`src/rtl/mlcq_pkg.sv`:
```
package mlcq_pkg;

  localparam int NODES   = 256;
  localparam int LINES   = 4;
  localparam int NODE_W  = $clog2(NODES);
  localparam int CNT_W   = $clog2(NODES + 1);
  localparam int LINE_W  = (LINES > 1) ? $clog2(LINES) : 1;
  localparam int CFG_IDX_W = 2;
  localparam int CFG_W   = 9;

  localparam logic [1:0] OP_PUT   = 2'd0;
  localparam logic [1:0] OP_UNGET = 2'd1;
  localparam logic [1:0] OP_GET   = 2'd2;
  localparam logic [1:0] OP_PEEK  = 2'd3;

  localparam logic [1:0] ERR_OK        = 2'd0;
  localparam logic [1:0] ERR_BAD_LINE  = 2'd1;
  localparam logic [1:0] ERR_POOL_EMPTY = 2'd2;

  localparam logic [CFG_IDX_W-1:0] CFG_MODE  = 2'd0;
  localparam logic [CFG_IDX_W-1:0] CFG_NODES = 2'd1;

  typedef struct packed {
    logic [1:0]  opcode;
    logic [2:0]  line;
    logic [31:0] chunk_addr;
    logic [30:0] chunk_len;
    logic [30:0] request_len;
  } req_t;

  typedef struct packed {
    logic [31:0] out_addr;
    logic [30:0] out_len;
    logic        head_ready;
    logic [30:0] head_len;
    logic [31:0] line_bytes;
    logic [8:0]  line_chunks;
    logic [8:0]  free_nodes;
    logic [1:0]  error_code;
  } rsp_t;

  typedef struct packed {
    logic accept;
    logic rd;
    logic exe;
    logic ld;
    logic wb;
  } cmd_t;

  typedef struct packed {
    logic need_load;
    logic out_free;
  } sts_t;

endpackage

```
`src/rtl/mlcq_ctrl.sv`:
```
module mlcq_ctrl (
  input  logic          clk,
  input  logic          rst_n,
  input  logic          in_valid,
  input  mlcq_pkg::sts_t sts,
  output logic          in_ready,
  output mlcq_pkg::cmd_t cmd
);
  import mlcq_pkg::*;

  localparam logic [2:0] S_IDLE = 3'd0;
  localparam logic [2:0] S_RD   = 3'd1;
  localparam logic [2:0] S_EXE  = 3'd2;
  localparam logic [2:0] S_LD   = 3'd3;
  localparam logic [2:0] S_WB   = 3'd4;

  logic [2:0] state_r, state_nxt;

  always_comb begin
    state_nxt = state_r;
    cmd = '0;
    case (state_r)
      S_IDLE: begin
        if (in_valid) begin
          cmd.accept = 1'b1;
          state_nxt = S_RD;
        end
      end
      S_RD: begin
        cmd.rd = 1'b1;
        state_nxt = S_EXE;
      end
      S_EXE: begin
        cmd.exe = 1'b1;
        state_nxt = sts.need_load ? S_LD : S_WB;
      end
      S_LD: begin
        cmd.ld = 1'b1;
        state_nxt = S_WB;
      end
      S_WB: begin
        if (sts.out_free) begin
          cmd.wb = 1'b1;
          state_nxt = S_IDLE;
        end
      end
      default: state_nxt = S_IDLE;
    endcase
  end

  assign in_ready = (state_r == S_IDLE);

  always_ff @(posedge clk) begin
    if (!rst_n) begin
      state_r <= S_IDLE;
    end else begin
      state_r <= state_nxt;
    end
  end

endmodule

```
`config.mk`:
```
export PLATFORM = sky130hd
export DESIGN_NAME = mlcq_ctrl
export DESIGN_NICKNAME = d
export VERILOG_FILES = /design/src/rtl/mlcq_pkg.sv /design/src/rtl/mlcq_ctrl.sv
export SDC_FILE = /design/constraint.sdc
export NUM_CORES = 1
export LEC_CHECK = 0
export BUFFER_PORTS_ARGS = -buffer_cell sky130_fd_sc_hd__clkbuf_2
export CORE_AREA = 2 2 39 41
export CTS_CLUSTER_DIAMETER = 200
export DETAILED_ROUTE_END_ITERATION = 10
export DIE_AREA = 0 0 41 43
export GPL_TIMING_DRIVEN = 0
export SLEW_MARGIN = 25
export SYNTH_ARGS = -nofsm -noshare
export SYNTH_HDL_FRONTEND = slang
export SYNTH_SLANG_ARGS = --single-unit
export TNS_END_PERCENT = 5
```
`constraint.sdc`:
```
create_clock -name clk -period 1.7 [get_ports clk]
set_input_delay 0.34 -clock clk [delete_from_list [all_inputs] [get_ports clk]]
set_output_delay 0.34 -clock clk [all_outputs]
set_load 0.03 [all_outputs]
```
# [Word-level counts from Yosys, hierarchy flattened]
# Cells that the tools add are included.
[op_classes] eq_ne=6 muxes=11 n_reduce_logical=2
[ops] operator="case mux 3 bit (5 select lines)" n=1
[ops] operator="2-to-1 mux 3 bit" n=3
[ops] operator="2-to-1 mux 1 bit" n=7
[ops] operator="== test 3 x 2 -> 1 bit, second input constant" n=2
[ops] operator="inequality test 2 bit, second input constant" n=2
[ops] operator="== test 3 x 1 -> 1 bit, second input constant" n=1
[ops] operator="== test 3 bit, second input constant" n=1
[ops] operator="zero test 3 bit" n=1
[ops] operator="AND reduction 2 bit" n=1
[totals] ff_bits=3 inputBits=5 output_inout_bits=6 elab_cells=20

# [Longest topological paths before layout]
[logic_depth] word_depth=3 ltp_mapped=4 depth_no_buf=3

# [Least setup slack after synthesis]
# OpenSTA, ideal clock, no wires.
[synth_path] kind="reg-to-output" start="register state_r[1]" end="output port cmd[0] (netlist bit)" arrival_time_ns=1.434 t_required_ns=1.360 slack_ns=-0.074 path_stages_with_launch=3 n_path_buf=1 cell_sequence="dfxtp_1 buf_2 nor4bb_1"
[synth_lines] element="from (decl)" line="mlcq_ctrl.sv:17" text="logic [2:0] state_r, state_nxt;"
[synth_lines] element="from (signal assigned)" line="mlcq_ctrl.sv:57" text="state_r <= state_nxt;"
[synth_lines] element="to (decl)" line="mlcq_ctrl.sv:7" text="output mlcq_pkg::cmd_t cmd"

==> impl_results.md <==
* CTS Sinks at 3
* Final Hold Vio Count at 0
* DRC at 0
* Routability cong. at 0.663
* Min Hold Slack at 0.343 ns
* Slew @ Worst Pin at 0.241 ns
* Diodes inserted at 0
* Top reg by flops: state_r
* Max Cap Viol at 0
* Clock skew at 0.00105 ns
* Initial antenna violation count at 0
* Top flop regs: state_r (3)
* Hold_buf cts at 0
* Power per cell area at 913 nW/um^2
* IO Port Bufs at 10
* NumNets Final at 43
* I/O pin count at 11
* Post-Place Worst Slack at 0.398 ns
* Worst EP arrival at 1.20 ns
* Starting Density at 0.148
* Period utilization at 0.907
* Die ar. at 1760 sq um
* Via density at 3.91
* Worst Hold Depth at 2
* Layout Cells excl Fill at 53
* R2R setup slack at 0.75 ns
* Maximum clock path buffer count at 2
* Crit start category: flop
* Routed len/inst at 8.04 microns
* Mapped Area at 205 sq um
* Worst-path clk slew at 0.04 ns
* Clk root buf: clkbuf_4
* Final setup vio count at 0
* Pin count of the biggest net entering global routing at 11
* TritonRoute pass-1 iters at 4
* Distinct cells, synth at 19
* Placed Cells at 49
* Synth Area per Inst at 8.92 sq um
* Vias post-DR at 207
* Utilization after layout at 0.222
* WP data required at 1.36 ns
* GRT Total Usage at 0.0623
* Clk_lat worst skew at 0.23 ns
* Final ANT Viol Nets at 0
* Post-Syn Nets at 28
* Commonest cells after routing, fill and taps aside: clkbuf_2 (10), clkbuf_4 (3), dfxtp_1 (3), buf_2 (2), nor3b_1 (2)
* Sequential-to-total area share from yosys stat at 0.293
* Final Max Slew Viols at 0
* Routed WL at 426 microns
* Reg2reg path depth at 3
* Outcome: complete, no violations
* Share of cells above drive strength 1 at 0.514
* Commonest non-fill, non-tap cell in the layout: clkbuf_2
* Core ar. at 1380 sq um
* RR Startpoint: state_r[1]$_SDFFE_PN0P_
* Fmax at 649 MHz
* FF+latch count, synth at 3
* H-tree levels at 1
* CP Capture Type: primary output
* VDD IR-drop max at 0.342 mV
* Worst Hold End: state_r[2]$_SDFFE_PN0P_
* Period minus WS final at 1.54 ns
* Syn Inst Count at 23
* DRT iter0 DRCs at 4
* Die width at 41 microns
* Critical path peak fanout at 10
* Crit path cell chain: buf_2 -> nor4bb_2 -> clkbuf_2
* Critical path class: reg2out
* FF-to-FF End: state_r[2]$_SDFFE_PN0P_
* Hold path startpoint: rst_n
* TritonCTS Buffers at 3
* Layout area overhead at 50.0%
* Post-CTS Setup Inserts at 0
* Total congestion overflow at 0
* Max reg flops at 3
* Worst stage delay on the critical path at 0.30 ns
* P_leak at 0.150 nW
* Vias in the first global route at 200
* First-pass GRT wire length at 690 microns
* Slew HR at 0.837
* Hold Path Class: in2reg
* Final setup margin at 0.159 ns
* Worst path slowest cell: dfxtp_1
* FP Rows at 14
* Synthesis Warnings at 0
* CTS tree: yes
* Die Y at 43 microns
* Unrepaired setup endpoints after global routing: no
* Resized cells post-CTS at 0
[report_power, final]
| group | internal [mW] | switching, mW | total (mW) |
|---|---|---|---|
| clock network | 0.0879 | 0.0355 | 0.123 |
| logic | 0.0323 | 0.0479 | 0.0802 |
| registers | 0.0755 | 0.00179 | 0.0773 |
| total | 0.196 | 0.0851 | 0.281 |
[cells in the mapped netlist]
master	number	area, sq um
nor3_1	1	5.00
dfxtp_1	3	60.1
inv_1	1	3.75
nor4b_1	1	8.76
nor4_1	1	6.26
o21a_1	1	7.51
and3b_1	1	8.76
mux2_4	1	15.0
and2_1	1	6.26
nor4bb_1	1	10.0
o21ai_0	1	5.00
nor3b_2	1	12.5
nor2b_1	1	6.26
nor2_1	1	3.75
nand2_1	1	3.75
buf_2	2	10.0
and3_1	1	6.26
nor3b_1	2	15.0
buf_6	1	11.3
[logic make-up after synthesis]
group | share of synthesized area
compound gates | 0.0610
flops | 0.293
mux | 0.0731
simple gates | 0.451
buf+inv | 0.122
[area by class of cell]
| cell class | count | area, sq um |
|---|---|---|
| timing repair buffer | 10 | 50.0 |
| buffer | 3 | 21.3 |
| clock buffer | 4 | 26.3 |
| multi-input combinational | 16 | 126 |
| inverter | 1 | 3.75 |
| sequential | 3 | 60.1 |
| tap | 16 | 20.0 |
| fill | 152 | 1080 |
[worst max path at each step]
| stage | startpoint | end | slack (ns) |
|---|---|---|---|
| after CTS | state_r[1]$_SDFFE_PN0P_ | cmd[0] | 0.14 |
| after global placement | state_r[1]$_SDFFE_PN0P_ | cmd[0] | 0.39 |
| after detailed placement | state_r[1]$_SDFFE_PN0P_ | cmd[0] | 0.40 |
| after global routing | state_r[2]$_SDFFE_PN0P_ | cmd[4] | 0.08 |
| final | state_r[1]$_SDFFE_PN0P_ | cmd[0] | 0.16 |
| after floorplan | state_r[2]$_SDFFE_PN0P_ | cmd[4] | -0.05 |
[per-stage QoR]
step,area [sq um],power [mW],TNS [ns]
after floorplan,211,0.139,-0.0543
after global placement,282,0.158,0
after detailed placement,282,0.159,0
after CTS,308,0.287,0
after global routing,308,0.298,0
final,308,0.281,0
[metal layers]
layer,GRT usage,vias up,wire length (microns)
li1,-,108,-
met1,0.0710,88,212
met2,0.0781,9,163
met3,0.0157,2,30
met4,0.0800,0,20
met5,0,-,0
[worst max-delay path: cells and delay by family (launching register included)]
family	cells	cell delay, ns
buf+inv	2	0.41
flops	1	0.30
simple gates	1	0.26
Note: power is estimated with default switching activity, not from simulation.
